File: config.mk
export PLATFORM = sky130hd
export DESIGN_NAME = mrc_cell
export DESIGN_NICKNAME = d
export VERILOG_FILES = /design/src/rtl/core/mrc_pkg.sv /design/src/rtl/core/mrc_cell.sv
export SDC_FILE = /design/constraint.sdc
export NUM_CORES = 1
export LEC_CHECK = 0
export BUFFER_PORTS_ARGS = -buffer_cell sky130_fd_sc_hd__buf_4
export CORE_MARGIN = 4
export CORE_UTILIZATION = 40
export CTS_BUF_LIST = sky130_fd_sc_hd__clkbuf_2
export CTS_CLUSTER_DIAMETER = 120
export DETAILED_ROUTE_END_ITERATION = 8
export PLACE_DENSITY = 0.75
export SLEW_MARGIN = 10
export SYNTH_ARGS = -nofsm -noshare
export SYNTH_HDL_FRONTEND = slang
export SYNTH_SLANG_ARGS = --single-unit
File: constraint.sdc
create_clock -name clk -period 8.1 [get_ports clk]
set_clock_uncertainty 0.15 [all_clocks]
set_input_delay 0.405 -clock clk [delete_from_list [all_inputs] [get_ports clk]]
set_output_delay 0.405 -clock clk [all_outputs]
set_load 0.03 [all_outputs]
File: src/rtl/core/mrc_pkg.sv
package mrc_pkg;

	localparam int PAGE_W   = 16;
	localparam int DIM_W    = 14;
	localparam int AREA_W   = 2 * DIM_W;
	localparam int SCALED_W = AREA_W + 7;
	localparam int RANK_W   = 6;
	localparam int DROP_W   = 7;
	localparam int IN_W     = 48;
	localparam int OUT_W    = 16;

	// similarity test: SIM_DEN * |old - new| < SIM_NUM * new
	localparam int SIM_NUM = 35;
	localparam int SIM_DEN = 100;

	typedef struct packed {
		logic [PAGE_W-1:0] page;
		logic [DIM_W-1:0]  width;
		logic [DIM_W-1:0]  height;
		logic [AREA_W-1:0] area;
	} tag_t;

	typedef struct packed {
		logic valid;
		tag_t tag;
	} entry_t;

	typedef enum logic [2:0] {
		CELL_HOLD,
		CELL_EVAL,
		CELL_HIT,
		CELL_COMPACT,
		CELL_PUSH,
		CELL_CLEAR
	} cell_op_t;

	typedef struct packed {
		cell_op_t            op;
		logic [PAGE_W-1:0]   page;
		logic [DIM_W-1:0]    mw;
		logic [DIM_W-1:0]    mh;
		logic [AREA_W-1:0]   area;
		logic [SCALED_W-1:0] area35;
		entry_t              ins;
	} cell_ctl_t;

	// first field in the highest bits
	typedef struct packed {
		logic [DROP_W-1:0] dropped;
		logic              stored;
		logic [RANK_W-1:0] rank;
		logic              hit;
	} result_t;

	typedef enum logic [2:0] {
		ST_IDLE,
		ST_MUL,
		ST_SCALE,
		ST_EVAL,
		ST_DECIDE,
		ST_COMPACT,
		ST_FINISH
	} state_t;

endpackage

File: src/rtl/core/mrc_cell.sv
module mrc_cell
	import mrc_pkg::*;
(
	input  logic      clk,
	input  logic      arst_n,
	input  cell_ctl_t ctl,
	input  entry_t    left_ent,
	input  entry_t    right_ent,
	input  logic      right_drop,
	input  logic      seen_in,
	input  logic      hole_in,
	output entry_t    ent,
	output logic      drop,
	output logic      match,
	output logic      seen_out,
	output logic      hole_out
);

	logic                valid_q;
	logic                match_q;
	logic                drop_q;
	tag_t                tag_q;
	logic                page_eq;
	logic [AREA_W-1:0]   diff;
	logic [SCALED_W-1:0] scaled;
	logic                take_left;
	logic                take_right;

	always_comb begin
		page_eq    = valid_q && (tag_q.page == ctl.page);
		diff       = (tag_q.area > ctl.area) ? (tag_q.area - ctl.area) : (ctl.area - tag_q.area);
		scaled     = SCALED_W'(diff) * SCALED_W'(SIM_DEN);
		seen_out   = seen_in | match_q;
		hole_out   = hole_in | drop_q;
		take_left  = (ctl.op == CELL_PUSH) || ((ctl.op == CELL_HIT) && !seen_in);
		take_right = (ctl.op == CELL_COMPACT) && hole_out;
	end

	always_ff @(posedge clk or negedge arst_n) begin
		if (!arst_n) begin
			valid_q <= 1'b0;
			match_q <= 1'b0;
			drop_q  <= 1'b0;
		end else begin
			case (ctl.op)
				CELL_EVAL: begin
					match_q <= page_eq && (tag_q.width == ctl.mw) && (tag_q.height == ctl.mh);
					drop_q  <= page_eq && (ctl.area != '0) && (scaled < ctl.area35);
				end
				CELL_HIT, CELL_PUSH: begin
					if (take_left) valid_q <= left_ent.valid;
				end
				CELL_COMPACT: begin
					if (take_right) begin
						valid_q <= right_ent.valid;
						drop_q  <= right_drop;
					end
				end
				CELL_CLEAR: begin
					valid_q <= 1'b0;
					match_q <= 1'b0;
					drop_q  <= 1'b0;
				end
				default: ;
			endcase
		end
	end

	always_ff @(posedge clk) begin
		if (take_left) tag_q <= left_ent.tag;
		else if (take_right) tag_q <= right_ent.tag;
	end

	assign ent   = '{valid: valid_q, tag: tag_q};
	assign drop  = drop_q;
	assign match = match_q;

endmodule

Word level (Yosys, flattened, before mapping)
Index checks and enable logic that the tools add are counted.
{"block": "totals", "reg_bits": 75, "in_bits": 334, "output_inout_bits": 77, "word_cells": 50}
{"block": "op_classes", "n_addsub": 2, "mul": 1, "order_cmp": 2, "n_eq_ne": 10, "muxes": 9, "n_bitwise": 2, "reduce_logical": 17}
{"operator": "$mux 72", "n": 2}
{"operator": "$sub 28x28->28", "n": 2}
{"operator": "$lt 35x35->1", "n": 1}
{"operator": "$mul 28x5->33 const B", "n": 1}
{"operator": "$eq 14x14->1", "n": 2}
{"operator": "$gt 28x28->1", "n": 1}
{"operator": "$mux 28", "n": 1}
{"operator": "$reduce_bool 28->1", "n": 1}
{"operator": "$eq 16x16->1", "n": 1}
{"operator": "$logic_and 1x1->1", "n": 7}
{"operator": "$eq 3x2->1 const B", "n": 2}
{"operator": "$eq 3x3->1 const B", "n": 2}
{"operator": "$pmux 1 s3", "n": 2}
{"operator": "$reduce_bool 3->1", "n": 2}
{"operator": "$ne 2x2->1 const B", "n": 2}
{"operator": "$reduce_bool 2->1", "n": 2}
{"operator": "$eq 3x1->1 const B", "n": 1}
{"operator": "$mux 1", "n": 3}
{"operator": "$reduce_and 3->1", "n": 1}
{"operator": "$or 1x1->1", "n": 2}
{"operator": "$pmux 1 s2", "n": 1}
{"operator": "$reduce_and 2->1", "n": 1}
{"operator": "$reduce_or 2->1", "n": 1}
{"operator": "$logic_not 1->1", "n": 1}
{"operator": "$logic_or 1x1->1", "n": 1}

Depth between registers and ports, before layout
Gate-level depths: netlist of run 1.
{"block": "logic_depth", "word_depth": 6, "mapped_depth": 42, "ltp_nobuf": 40}

Worst setup path before layout of run 1
No wires, ideal clock.
{"block": "synth_path", "path_type": "register -> register", "from": "register tag_q, in the netlist ent[3]", "to": "register drop_q, in the netlist drop", "setup_time_ns": 0.119, "arrival_ns": 8.131, "t_required_ns": 7.831, "setup_slack_ns": -0.299, "stages_incl_launch_ff": 41, "path_buffers": 5, "synth_period_minus_slack_ns": 8.399, "cell_sequence": "edfxtp_1 -> ha_1 -> clkbuf_1 -> a21oi_1 -> a21oi_1 -> nor3_2 -> o21ai_2 -> o21ai_2 -> buf_6 -> buf_6 -> buf_6 -> buf_2 -> mux2i_1 -> o21ai_0 -> xnor2_1 -> inv_1 -> ha_1 -> ha_1 -> (+5 left out) -> a221oi_2 -> o21ai_1 -> a2111oi_2 -> o31ai_1 -> a311oi_2 -> o211a_1 -> o21bai_1 -> a21oi_1 -> xnor2_1 -> ha_1 -> nand4_1 -> nor4_1 -> nand2_1 -> nor4_1 -> a2111oi_0 -> o21ai_0 -> o21ai_0 -> o21a_1"}
{"block": "synth_via", "elab_chain_len": 6, "elab_cells_between_ends": 8, "classes_between": "add/sub (2); mul (1); order compare (2); mux (2); reduce/logical (1)"}
{"element": "start, declared", "line_no": "mrc_cell.sv:22", "source": "tag_t tag_q;"}
{"element": "start signal, assigned", "line_no": "mrc_cell.sv:70", "source": "if (take_left) tag_q <= left_ent.tag;"}
{"element": "start signal, assigned", "line_no": "mrc_cell.sv:71", "source": "else if (take_right) tag_q <= right_ent.tag;"}
{"element": "$sub 28x28->28 or $gt 28x28->1 (tied branches)", "line_no": "mrc_cell.sv:31", "source": "diff = (tag_q.area > ctl.area) ? (tag_q.area - ctl.area) : (ctl.area - tag_q.area);"}
{"element": "$mux 28 (*)", "line_no": "mrc_cell.sv:31"}
{"element": "$mul 28x5->33 (*)", "line_no": "mrc_cell.sv:32", "source": "scaled = SCALED_W'(diff) * SCALED_W'(SIM_DEN);"}
{"element": "$lt 35x35->1 (*)", "line_no": "mrc_cell.sv:48", "source": "drop_q <= page_eq && (ctl.area != '0) && (scaled < ctl.area35);"}
{"element": "$logic_and 1x1->1 (*)", "line_no": "mrc_cell.sv:48"}
{"element": "$pmux 1 s3 (*)", "line_no": "mrc_cell.sv:45", "source": "case (ctl.op)"}
{"element": "end signal, assigned", "line_no": "mrc_cell.sv:48"}
{"element": "end signal, assigned", "line_no": "mrc_cell.sv:56", "source": "drop_q <= right_drop;"}
{"element": "end, declared", "line_no": "mrc_cell.sv:21", "source": "logic drop_q;"}
Mark *: on every way between the ends. The rest lies on a longest branch, timed or not.
A chain may end at the register's enable or synchronous reset.

Worst setup path in the final report of run 1
{"block": "layout_path", "from": "register tag_q, in the netlist ent[26]", "to": "register drop_q, in the netlist drop"}
Same word-level chain as after synthesis.

==> results of run 1 <==
-- cells in the mapped netlist, types with 3 or more instances --
cell	instances	area, um^2
a211oi_1	10	75.1
a21o_1	38	285
a21oi_1	79	395
a22o_1	4	35.0
a22oi_1	3	22.5
a31o_2	4	35.0
a31oi_1	6	37.5
and2_1	6	37.5
and3_1	6	37.5
buf_2	10	50.1
buf_4	5	37.5
buf_6	3	33.8
clkbuf_1	14	52.6
dfrtp_1	3	75.1
edfxtp_1	72	2160
fa_1	24	480
ha_1	176	2200
inv_1	208	781
mux2_1	3	33.8
mux2_2	80	901
mux2i_1	10	100
nand2_1	22	82.6
nand2b_1	9	56.3
nand3_1	13	65.1
nand3b_1	3	22.5
nand4_1	25	156
nor2_1	33	124
nor2b_1	9	56.3
nor3_1	9	45.0
nor4_1	16	100
o211ai_1	6	45.0
o21a_1	10	75.1
o21ai_0	44	220
o21ai_1	6	30.0
o21bai_1	8	60.1
o31ai_1	3	22.5
or2_2	5	31.3
or3_1	4	25.0
xnor2_1	56	490
xor2_1	44	385
-- sequential cells by signal (all words and copies together) (netlist names) --
| signal | cells |
|---|---|
| drop | 1 |
| valid_q | 1 |
| match | 1 |
| ent | 72 |
-- report_power, final --
group	leakage, uW	internal (uW)	switching [uW]	total [uW]
combinational	0.00771	2920	2710	5620
sequential	0.000712	460	22.9	483
clock	0.0000981	163	146	309
total	0.00852	3540	2880	6420
-- area by class of cell --
class	count	area (um^2)
inverter	208	781
multi-input combinational	815	7970
antenna	3	7.51
fill	1853	8260
tap	330	413
clock inverter	7	140
sequential	75	2240
clock buffer	9	45.0
timing repair buffer	685	5480
-- per-stage QoR --
stage	instances	utilization, %	setup TNS (ns)
detailed placement	1976	58.4	-0.460
CTS	2103	64.1	0
floorplan	1130	-	0
finish	2132	67.4	0
global route	2132	67.4	-0.309
global placement	1976	58.4	-0.256
-- cell usage in the layout (no fill, tap or decap), drive strengths merged, types with 5 or more instances in the layout --
cell type	netlist	layout
a211oi	10	10
a21o	38	38
a21oi	80	80
a31o	5	5
a31oi	6	6
and2	6	6
and3	6	6
buf	18	577
clkbuf	14	10
dlygate4sd3	0	107
edfxtp	72	72
fa	24	24
ha	176	176
inv	208	208
mux2	84	84
mux2i	11	11
nand2	22	22
nand2b	9	9
nand3	13	13
nand4	26	26
nor2	33	33
nor2b	9	9
nor3	10	10
nor4	17	17
o211ai	7	7
o21a	10	10
o21ai	52	52
o21bai	8	8
or2	5	5
xnor2	56	56
xor2	44	44
-- worst paths after layout --
check,from,to,slack [ns],cells past startpoint
worst max-delay path,ent[26]$_DFFE_PP_,drop$_DFFE_PN0P_,0.08,38
worst min-delay path,left_ent[29],ent[29]$_DFFE_PP_,0.05,2
worst max register to register,ent[26]$_DFFE_PP_,drop$_DFFE_PN0P_,0.08,38
worst min register to register,valid_q$_DFFE_PN0P_,valid_q$_DFFE_PN0P_,0.44,2
max in group asynchronous,arst_n,match$_DFFE_PN0P_,7.06,3
min in group asynchronous,arst_n,valid_q$_DFFE_PN0P_,0.59,3
-- repair_timing --
item | in CTS | in global routing
cloned | 0 | 1
resized for setup | 30 | 97
setup buffers | 10 | 20
endpoints found under the hold margin | 55 | 6
pin swaps | 24 | 72
endpoints found under the setup margin | 1 | 1
hold buffers | 101 | 6
-- per-layer routing --
metal / up-vias / wire, um / track usage (%)
li1: 5292 / - / -
met1: 5141 / 14500 / 29.0
met2: 348 / 20200 / 45.1
met3: 102 / 2060 / 4.16
met4: 0 / 1780 / 11.0
met5: - / 0 / 0
-- logic make-up after synthesis --
group                    synth area share, %
buffers and inverters                   9.20
flip-flops                              21.6
multiplexers                            10.2
AO/OA/AOI/OAI                           15.7
adder cells (fa/ha/maj)                 25.9
AND/OR/NAND/NOR                         8.91
XOR/XNOR                                8.44
==> summary.txt, run 1 <==
Post-Synthesis Cells -> 1130
Final nets -> 2328
pre-CTS setup slack -> -0.460 ns
DR vias/cell -> 5.10
# port buffers -> 337
final WL -> 38.6 mm
fin area -> 17100 um^2
Die Y-Extent -> 169 um
core area -> 25300 um^2
number of enable flip-flop cells after synthesis -> 72
Pins Over Slew Limit -> 0
Final ANT Viol Nets -> 0
CTS Sinks -> 75
Max Cap Viol -> 0
RSZ-0062 raised after global routing -> yes
first-pass GRT wire length -> 57.5 mm
drt wl/cell -> 18.1 um
Rel. slew slack -> 28.9%
Worst Tran Pin Value -> 1.07 ns
clk root buf -> clkbuf_2
io pins -> 411
clock tree buffer depth -> 2
Synth warnings -> 0
proportion of layout cells with a drive suffix above 1 -> 44.0%
Pwr Density -> 376 nW/um^2
Worst-Skew Late Latency -> 0.54 ns
Inserted Clock Buffers -> 9
htree depth -> 3
gr usage total -> 25.0%
hpwl dp -> 29.9 mm
leak pwr -> 0.00852 uW
number of distinct library cells after synthesis -> 74
Layout area overhead -> 64.4%
Seq cells post-synth -> 75
Placed Area -> 14800 um^2
maximum vdd drop -> 0.000358 V
DIE AREA -> 28600 um^2
Hold WS -> 0.0531 ns
# setup viols final -> 0
Synth Cell Area -> 10400 um^2
FMAX -> 0.125 GHz
register area share after synthesis -> 21.6%
Net Count, Synth -> 1664
Remaining DRCs -> 0
worst-path fanout max -> 6
largest net degree at the start of global routing -> 74
Final GP Congestion -> 0.900
Worst Hold Class -> in2reg
Setup Crit Path Kind -> reg2reg
Hold Vio Cnt, Final -> 0
CP top delay family -> compound AO/OA/AOI/OAI gates
asr flop ratio synth -> 4.00%
CP required -> 8.40 ns
clock-pin slew on the worst setup and hold paths -> 0.23 ns
Vias -> 10883
final worst setup slack -> 0.0802 ns
outcome -> finished clean
slowest stage delay, CP -> 0.51 ns
total power -> 6420 uW
drt pass-1 iters -> 5
crit end category -> flop
main flop type after synthesis -> edfxtp_1
fin crit share -> 99.0%
Avg Inst Size Synth -> 9.19 um^2
Initial Utilization -> 41.0%
fin crit period -> 8.02 ns
Congestion Overflow GR -> 0
worst path bufs/invs -> 6
Worst Path Arrival -> 8.32 ns
crit path max-delay cell type -> edfxtp_1
Chip Width -> 169 um
Initial DRC Count -> 460
initial antenna violation count -> 3
vias in the first global route -> 11270
CTS tree -> done
Worst setup SP type -> flop
# rows -> 58
(Power assumes the default switching activity.)
==> inputs of run 2 (changes only) <==
--- a/config.mk
+++ b/config.mk
@@ -5,13 +5,17 @@
 export SDC_FILE = /design/constraint.sdc
 export NUM_CORES = 1
 export LEC_CHECK = 0
+export ABC_AREA = 1
 export BUFFER_PORTS_ARGS = -buffer_cell sky130_fd_sc_hd__buf_4
+export CAP_MARGIN = 5
+export CELL_PAD_IN_SITES_DETAIL_PLACEMENT = 0
+export CELL_PAD_IN_SITES_GLOBAL_PLACEMENT = 1
 export CORE_MARGIN = 4
-export CORE_UTILIZATION = 40
+export CORE_UTILIZATION = 33
 export CTS_BUF_LIST = sky130_fd_sc_hd__clkbuf_2
 export CTS_CLUSTER_DIAMETER = 120
 export DETAILED_ROUTE_END_ITERATION = 8
-export PLACE_DENSITY = 0.75
+export PLACE_DENSITY = 0.84
 export SLEW_MARGIN = 10
 export SYNTH_ARGS = -nofsm -noshare
 export SYNTH_HDL_FRONTEND = slang
==> run 2 against run 1 <==
  * Area after synthesis rose by 5.7%
  * Design area is 7.9% lower
  * Total power fell by 11%
  * Routed wire length shrank 1.4%
  * Via count grew 2.6%
  * Sequential cell count unchanged
  * Worst hold slack improved by 0.031 ns
  * Combinational power decreased by 11%
  * Worst setup slack improved by 0.64 ns
  * Die area grew 27%
  * Fmax rose by 8.6%
==> summary.txt, run 2 <==
worst-path fanout max -> 16 (+10)
Final nets -> 2434 (+4.6%)
DR vias/cell -> 4.75 (-7.0%)
CTS Sinks -> 75 (unchanged)
Placed Area -> 14100 um^2 (-5.0%)
share of the synthesized area in the top cell type -> 20.1% (-1.2 points)
number of distinct library cells after synthesis -> 62 (-16%)
reg2reg setup slack -> 0.72 ns (+0.64 ns)
Seq cells post-synth -> 75 (unchanged)
crit path max-delay cell type -> fa_1
main flop type after synthesis -> edfxtp_1
Chip Width -> 190 um (+13%)
Initial Utilization -> 33.6% (-7.4 points)
most frequent cells in the layout -> buf_4 (353), inv_1 (319), nand2_1 (202)
crit end category -> flop
clock tree buffer depth -> 2 (unchanged)
asr flop ratio synth -> 4.00% (unchanged)
FMAX -> 0.135 GHz (+8.6%)
Worst setup SP type -> flop
Pins Over Slew Limit -> 0 (unchanged)
register area share after synthesis -> 20.4% (-1.2 points)
Hold WS -> 0.0845 ns (+0.0314 ns)
most common cell in the netlist -> inv_1
Remaining DRCs -> 0 (unchanged)
CP startpoint -> ent[0]$_DFFE_PP_
Commonest cells post-synth -> inv_1 (319), nand2_1 (204), ha_1 (176)
drt wl/cell -> 16.2 um (-11%)
outcome -> finished clean
Hold Vio Cnt, Final -> 0 (unchanged)
proportion of layout cells with a drive suffix above 1 -> 25.7% (-18 points)
slowest stage delay, CP -> 0.52 ns (about the same)
Worst Tran Pin Value -> 1.02 ns (-0.0440 ns)
worst-case reg-to-reg path depth -> 36 (-5.3%)
Synth warnings -> 0 (unchanged)
synth top area cells -> ha_1 (20%), edfxtp_1 (20%), inv_1 (11%)
Worst-Skew Late Latency -> 0.64 ns (+0.10 ns)
largest net degree at the start of global routing -> 74 (unchanged)
Max Cap Viol -> 0 (unchanged)
Post-Synthesis Cells -> 1404 (+24%)
DIE AREA -> 36200 um^2 (+27%)
Die Y-Extent -> 190 um (+13%)
fin crit period -> 7.38 ns (-0.637 ns)
TNS Setup -> 0 ns (unchanged)
clock-pin slew on the worst setup and hold paths -> 0.32 ns (+0.09 ns)
number of enable flip-flop cells after synthesis -> 72 (unchanged)
Final GP Congestion -> 0.945 (+4.9%)
Inserted Clock Buffers -> 9 (unchanged)
CP endpoint -> drop$_DFFE_PN0P_
RSZ-0062 raised after global routing -> no
commonest non-fill, non-tap cell in the layout -> buf_4
Congestion Overflow GR -> 0 (unchanged)
DR top layer -> met4
vias in the first global route -> 11561 (+2.6%)
maximum vdd drop -> 0.000229 V (-36%)
Post-Route M1 WL -> 16.7 mm (+15%)
Layout area overhead -> 43.2%
Min-Delay Path Depth -> 5 (+3)
Avg Inst Size Synth -> 7.82 um^2 (-15%)
met3 WL -> 2.35 mm (+14%)
drt pass-1 iters -> 5 (unchanged)
register area -> 2240 um^2 (unchanged)
Initial DRC Count -> 713 (+55%)
CP required -> 8.47 ns (+0.07 ns)
max FFs per register -> 72 (unchanged)
# rows -> 66 (+14%)
reg-to-reg critical path startpoint -> ent[0]$_DFFE_PP_
Final ANT Viol Nets -> 0 (unchanged)
Synth Cell Area -> 11000 um^2 (+5.7%)
clk root buf -> clkbuf_2
Worst Hold Class -> in2reg
Worst Path Arrival -> 7.76 ns (-0.56 ns)
fin crit share -> 91.1% (-7.9 points)
final WL -> 38.1 mm (-1.4%)
io pins -> 411 (unchanged)
# port buffers -> 337 (unchanged)
CTS tree -> done
fill count -> 3196 (+72%)
Rel. slew slack -> 31.8% (+2.9 points)
Setup Crit Path Kind -> reg2reg
Reg-to-Reg End -> drop$_DFFE_PN0P_
Net Count, Synth -> 1938 (+16%)
initial antenna violation count -> 4 (+1)
htree depth -> 3 (unchanged)
Pwr Density -> 363 nW/um^2 (-3.3%)
fin area -> 15700 um^2 (-7.9%)
leading area contributor after synthesis -> ha_1
leak pwr -> 0.00819 uW (-4.0%)
hpwl dp -> 30.9 mm (+3.6%)
# setup viols final -> 0 (unchanged)
met2 WL -> 17.5 mm (-13%)
core area -> 32700 um^2 (+29%)
Vias -> 11163 (+2.6%)
gr usage total -> 20.3% (-4.7 points)
area occupied by multi-input gates -> 7430 um^2 (-6.8%)
first-pass GRT wire length -> 59.0 mm (+2.7%)
[run 2: cell count changes after synthesis, moves of 8 or more]
cell and change:
nand2b_1 -9, nor2_1 +32, mux2_2 -8, xnor2_1 -37, a21oi_1 +47, o21ai_0 +24
nand3_1 +12, nand2_1 +182, a21o_1 -34, nor2b_1 -9, nor4_1 -8, inv_1 +111
xor2_1 +14
[run 2: how the worst min path moves through the flow]
stage / start / endpoint / slack [ns]
6_report: ctl[180] / valid_q$_DFFE_PN0P_ / 0.08
3_5_place_dp: arst_n / valid_q$_DFFE_PN0P_ / 0.05
2_1_floorplan: arst_n / drop$_DFFE_PN0P_ / -0.04
4_1_cts: ctl[163] / match$_DFFE_PN0P_ / 0.009
5_1_grt: ctl[180] / valid_q$_DFFE_PN0P_ / 0.08
3_3_place_gp: arst_n / valid_q$_DFFE_PN0P_ / 0.05
[run 2: critical path: cells and delay by family (launching register included)]
| family | cells | cell delay, ns |
|---|---|---|
| buf+inv | 7 | 0.72 |
| fa+ha+maj | 7 | 2.39 |
| xor+xnor | 2 | 0.48 |
| simple gates | 13 | 1.96 |
| compound gates | 7 | 1.14 |
| flops | 1 | 0.44 |
[run 2: kinds of logic after synthesis]
| group | after synthesis | synth area share, % |
|---|---|---|
| xor gates and xnor gates | 78 | 6.29 |
| and+or+nand+nor | 366 | 14.7 |
| AOI/OAI and AO/OA | 267 | 14.3 |
| adders and majority gates | 200 | 24.4 |
| DFF | 75 | 20.4 |
| buffers and inverters | 342 | 12.2 |
| muxes | 76 | 7.75 |
[run 2: routing by layer]
| layer | GRT usage (%) | vias up |
|---|---|---|
| met5 | 0 | - |
| met4 | 8.04 | 0 |
| met3 | 3.84 | 78 |
| met2 | 33.2 | 364 |
| met1 | 26.5 | 5084 |
| li1 | - | 5637 |
[run 2: layout make-up]
| class | count | area share, % |
|---|---|---|
| multi-input combinational | 987 | 47.3 |
| timing repair buffer | 504 | 26.5 |
| sequential | 75 | 14.2 |
| inverter | 323 | 7.76 |
| tap | 442 | 3.52 |
| clock inverter | 7 | 0.374 |
| clock buffer | 9 | 0.287 |
| antenna | 4 | 0.0637 |
[run 2: power breakdown]
group,switching [uW],internal (uW)
Combinational,2930,2080
Clock,169,46.1
Sequential,25.0,467
Total,3120,2590
[run 2: stage by stage]
stage / total power, uW / utilization [%] / cells / worst slack [ns]
global placement: 5320 / 43.0 / 2178 / 0.583
CTS: 5780 / 47.9 / 2345 / 0.591
floorplan: 4280 / - / 1404 / 1.25
global route: 6600 / 48.1 / 2351 / 0.00857
detailed placement: 5450 / 43.0 / 2178 / 0.520
finish: 5710 / 48.1 / 2351 / 0.717
[run 2: what timing repair did]
action                     4_1_cts  5_1_grt
gates resized for setup          0        3
hold buffers                   151        0
buffers inserted                 0        2
setup endpoints to repair        0        1
hold endpoints to repair        78        0
==> inputs of run 3 (changes only) <==
--- a/config.mk
+++ b/config.mk
@@ -16,6 +16,7 @@
 export CTS_CLUSTER_DIAMETER = 120
 export DETAILED_ROUTE_END_ITERATION = 8
 export PLACE_DENSITY = 0.84
+export REMOVE_ABC_BUFFERS = 1
 export SLEW_MARGIN = 10
 export SYNTH_ARGS = -nofsm -noshare
 export SYNTH_HDL_FRONTEND = slang
==> run 3 against run 2 <==
  * Worst setup slack got worse by 0.059 ns
  * Sequential cell count did not move
  * Fmax fell by 0.80%
  * Critical path type unchanged
  * Highest routed layer unchanged
==> summary.txt, run 3 (synthesis results as in run 2) <==
max FFs per register -> 72 (unchanged)
Chip Width -> 190 um (unchanged)
Max Cap Viol -> 0 (unchanged)
Vias -> 11361 (+1.8%)
worst path bufs/invs -> 7 (unchanged)
crit end category -> flop
fin crit share -> 91.9% (+0.73 points)
CTS tree -> done
DIE AREA -> 36200 um^2 (unchanged)
CP top delay family -> adder cells
Internal -> 2650 uW (+2.4%)
Combinational Power Share -> 87.0% (-0.6 points)
Pins Over Slew Limit -> 0 (unchanged)
Rel. slew slack -> 29.9% (-1.9 points)
FMAX -> 0.134 GHz (-0.80%)
maximum vdd drop -> 0.000240 V (+5.1%)
Pwr Density -> 366 nW/um^2 (+0.76%)
Clock power frac -> 4.4% (+0.6 points)
Congestion Overflow GR -> 0 (unchanged)
gr usage total -> 21.2% (+0.89 points)
sw frac -> 54.1% (-0.54 points)
first-pass GRT wire length -> 61.6 mm (+4.4%)
Inserted Clock Buffers -> 9 (unchanged)
# port buffers -> 337 (unchanged)
slowest stage delay, CP -> 0.55 ns (+0.03 ns)
Reg power frac -> 8.6% (about the same)
CP required -> 8.46 ns (about the same)
vias in the first global route -> 11889 (+2.8%)
leak pwr -> 0.00820 uW (+0.24%)
worst-case reg-to-reg path depth -> 37 (+2.8%)
Final nets -> 2434 (unchanged)
Hold Vio Cnt, Final -> 0 (unchanged)
total power -> 5780 uW (+1.1%)
Final GP Congestion -> 0.934 (-1.2%)
Final ANT Viol Nets -> 0 (unchanged)
Worst Tran Pin Value -> 1.05 ns (+0.0285 ns)
clk root buf -> clkbuf_2
io pins -> 411 (unchanged)
# setup viols final -> 0 (unchanged)
crit path max-delay cell type -> fa_1
Layout area overhead -> 43.7%
fin crit period -> 7.44 ns (+0.0592 ns)
Worst setup SP type -> flop
clock tree buffer depth -> 2 (unchanged)
Min-Delay Path Depth -> 2 (-3)
Worst-Skew Late Latency -> 0.58 ns (-0.06 ns)
Hold WS -> 0.0788 ns (-0.00572 ns)
clock-pin slew on the worst setup and hold paths -> 0.28 ns (-0.04 ns)
Initial Utilization -> 33.6% (unchanged)
commonest non-fill, non-tap cell in the layout -> buf_4
Die Y-Extent -> 190 um (unchanged)
# rows -> 66 (unchanged)
final WL -> 39.7 mm (+4.2%)
Remaining DRCs -> 0 (unchanged)
CTS Sinks -> 75 (unchanged)
most frequent cells in the layout -> buf_4 (353), inv_1 (319), nand2_1 (202)
largest net degree at the start of global routing -> 75 (+1.4%)
drt pass-1 iters -> 5 (unchanged)
core area -> 32700 um^2 (unchanged)
drt wl/cell -> 16.9 um (+4.1%)
htree depth -> 3 (unchanged)
proportion of layout cells with a drive suffix above 1 -> 25.8% (+0.10 points)
P_sw -> 3130 uW (+0.14%)
Worst Hold Class -> in2reg
initial antenna violation count -> 5 (+1)
outcome -> finished clean
worst-path fanout max -> 16 (unchanged)
Setup Crit Path Kind -> reg2reg
DR vias/cell -> 4.83 (+1.7%)
hpwl dp -> 32.1 mm (+3.8%)
Worst Path Arrival -> 7.80 ns (+0.04 ns)
Initial DRC Count -> 548 (-23%)
CP Depth -> 37 (+2.8%)
-- run 3: worst paths after layout --
| check | start | to | slack, ns |
|---|---|---|---|
| hold / removal | right_ent[33] | ent[33]$_DFFE_PP_ | 0.08 |
| setup reg to reg | ent[0]$_DFFE_PP_ | drop$_DFFE_PN0P_ | 0.66 |
| min in group asynchronous | arst_n | drop$_DFFE_PN0P_ | 0.54 |
| setup / recovery | ent[0]$_DFFE_PP_ | drop$_DFFE_PN0P_ | 0.66 |
| max in group asynchronous | arst_n | valid_q$_DFFE_PN0P_ | 7.04 |
| hold reg to reg | drop$_DFFE_PN0P_ | drop$_DFFE_PN0P_ | 0.47 |
-- run 3: routing by layer --
metal / global-route usage, % / vias to the layer above / part of all wire [%]
met5: 0 / - / 0
met4: 9.28 / 0 / 4.5
met3: 4.83 / 95 / 7.1
met2: 36.2 / 427 / 48
met1: 25.5 / 5205 / 41
li1: - / 5634 / -
-- run 3: final cells by class --
class	count	area [um^2]
fill	3162	16900
clock buffer	10	50.0
multi-input combinational	987	7450
antenna	5	12.5
sequential	75	2240
clock inverter	6	88.8
inverter	323	1220
timing repair buffer	504	4160
tap	442	553
-- run 3: power by group through the flow --
stage | Combinational (uW) | Clock (uW) | Sequential [uW]
final | 5030 | 255 | 495
after global routing | 5880 | 273 | 499
after CTS | 5080 | 259 | 494
after detailed placement | 4970 | 0 | 502
after global placement | 4830 | 0 | 502
after floorplan | 3720 | 0 | 552
-- run 3: timing repair --
| action | in CTS | in global routing |
|---|---|---|
| gates resized for setup | 0 | 5 |
| hold endpoints to repair | 78 | 0 |
| setup buffers | 0 | 3 |
| endpoints found under the setup margin | 0 | 1 |
| hold buffers | 151 | 0 |
-- run 3: through the flow --
stage          area (um^2)  utilization [%]  std cells  setup slack (ns)  setup TNS [ns]
2_1_floorplan        10900                -       1385              1.28               0
3_3_place_gp         14100             43.0       2177             0.457               0
3_5_place_dp         14100             43.0       2177             0.394               0
4_1_cts              15700             48.0       2344             0.461               0
5_1_grt              15800             48.2       2352           -0.0158         -0.0158
6_report             15800             48.2       2352             0.658               0
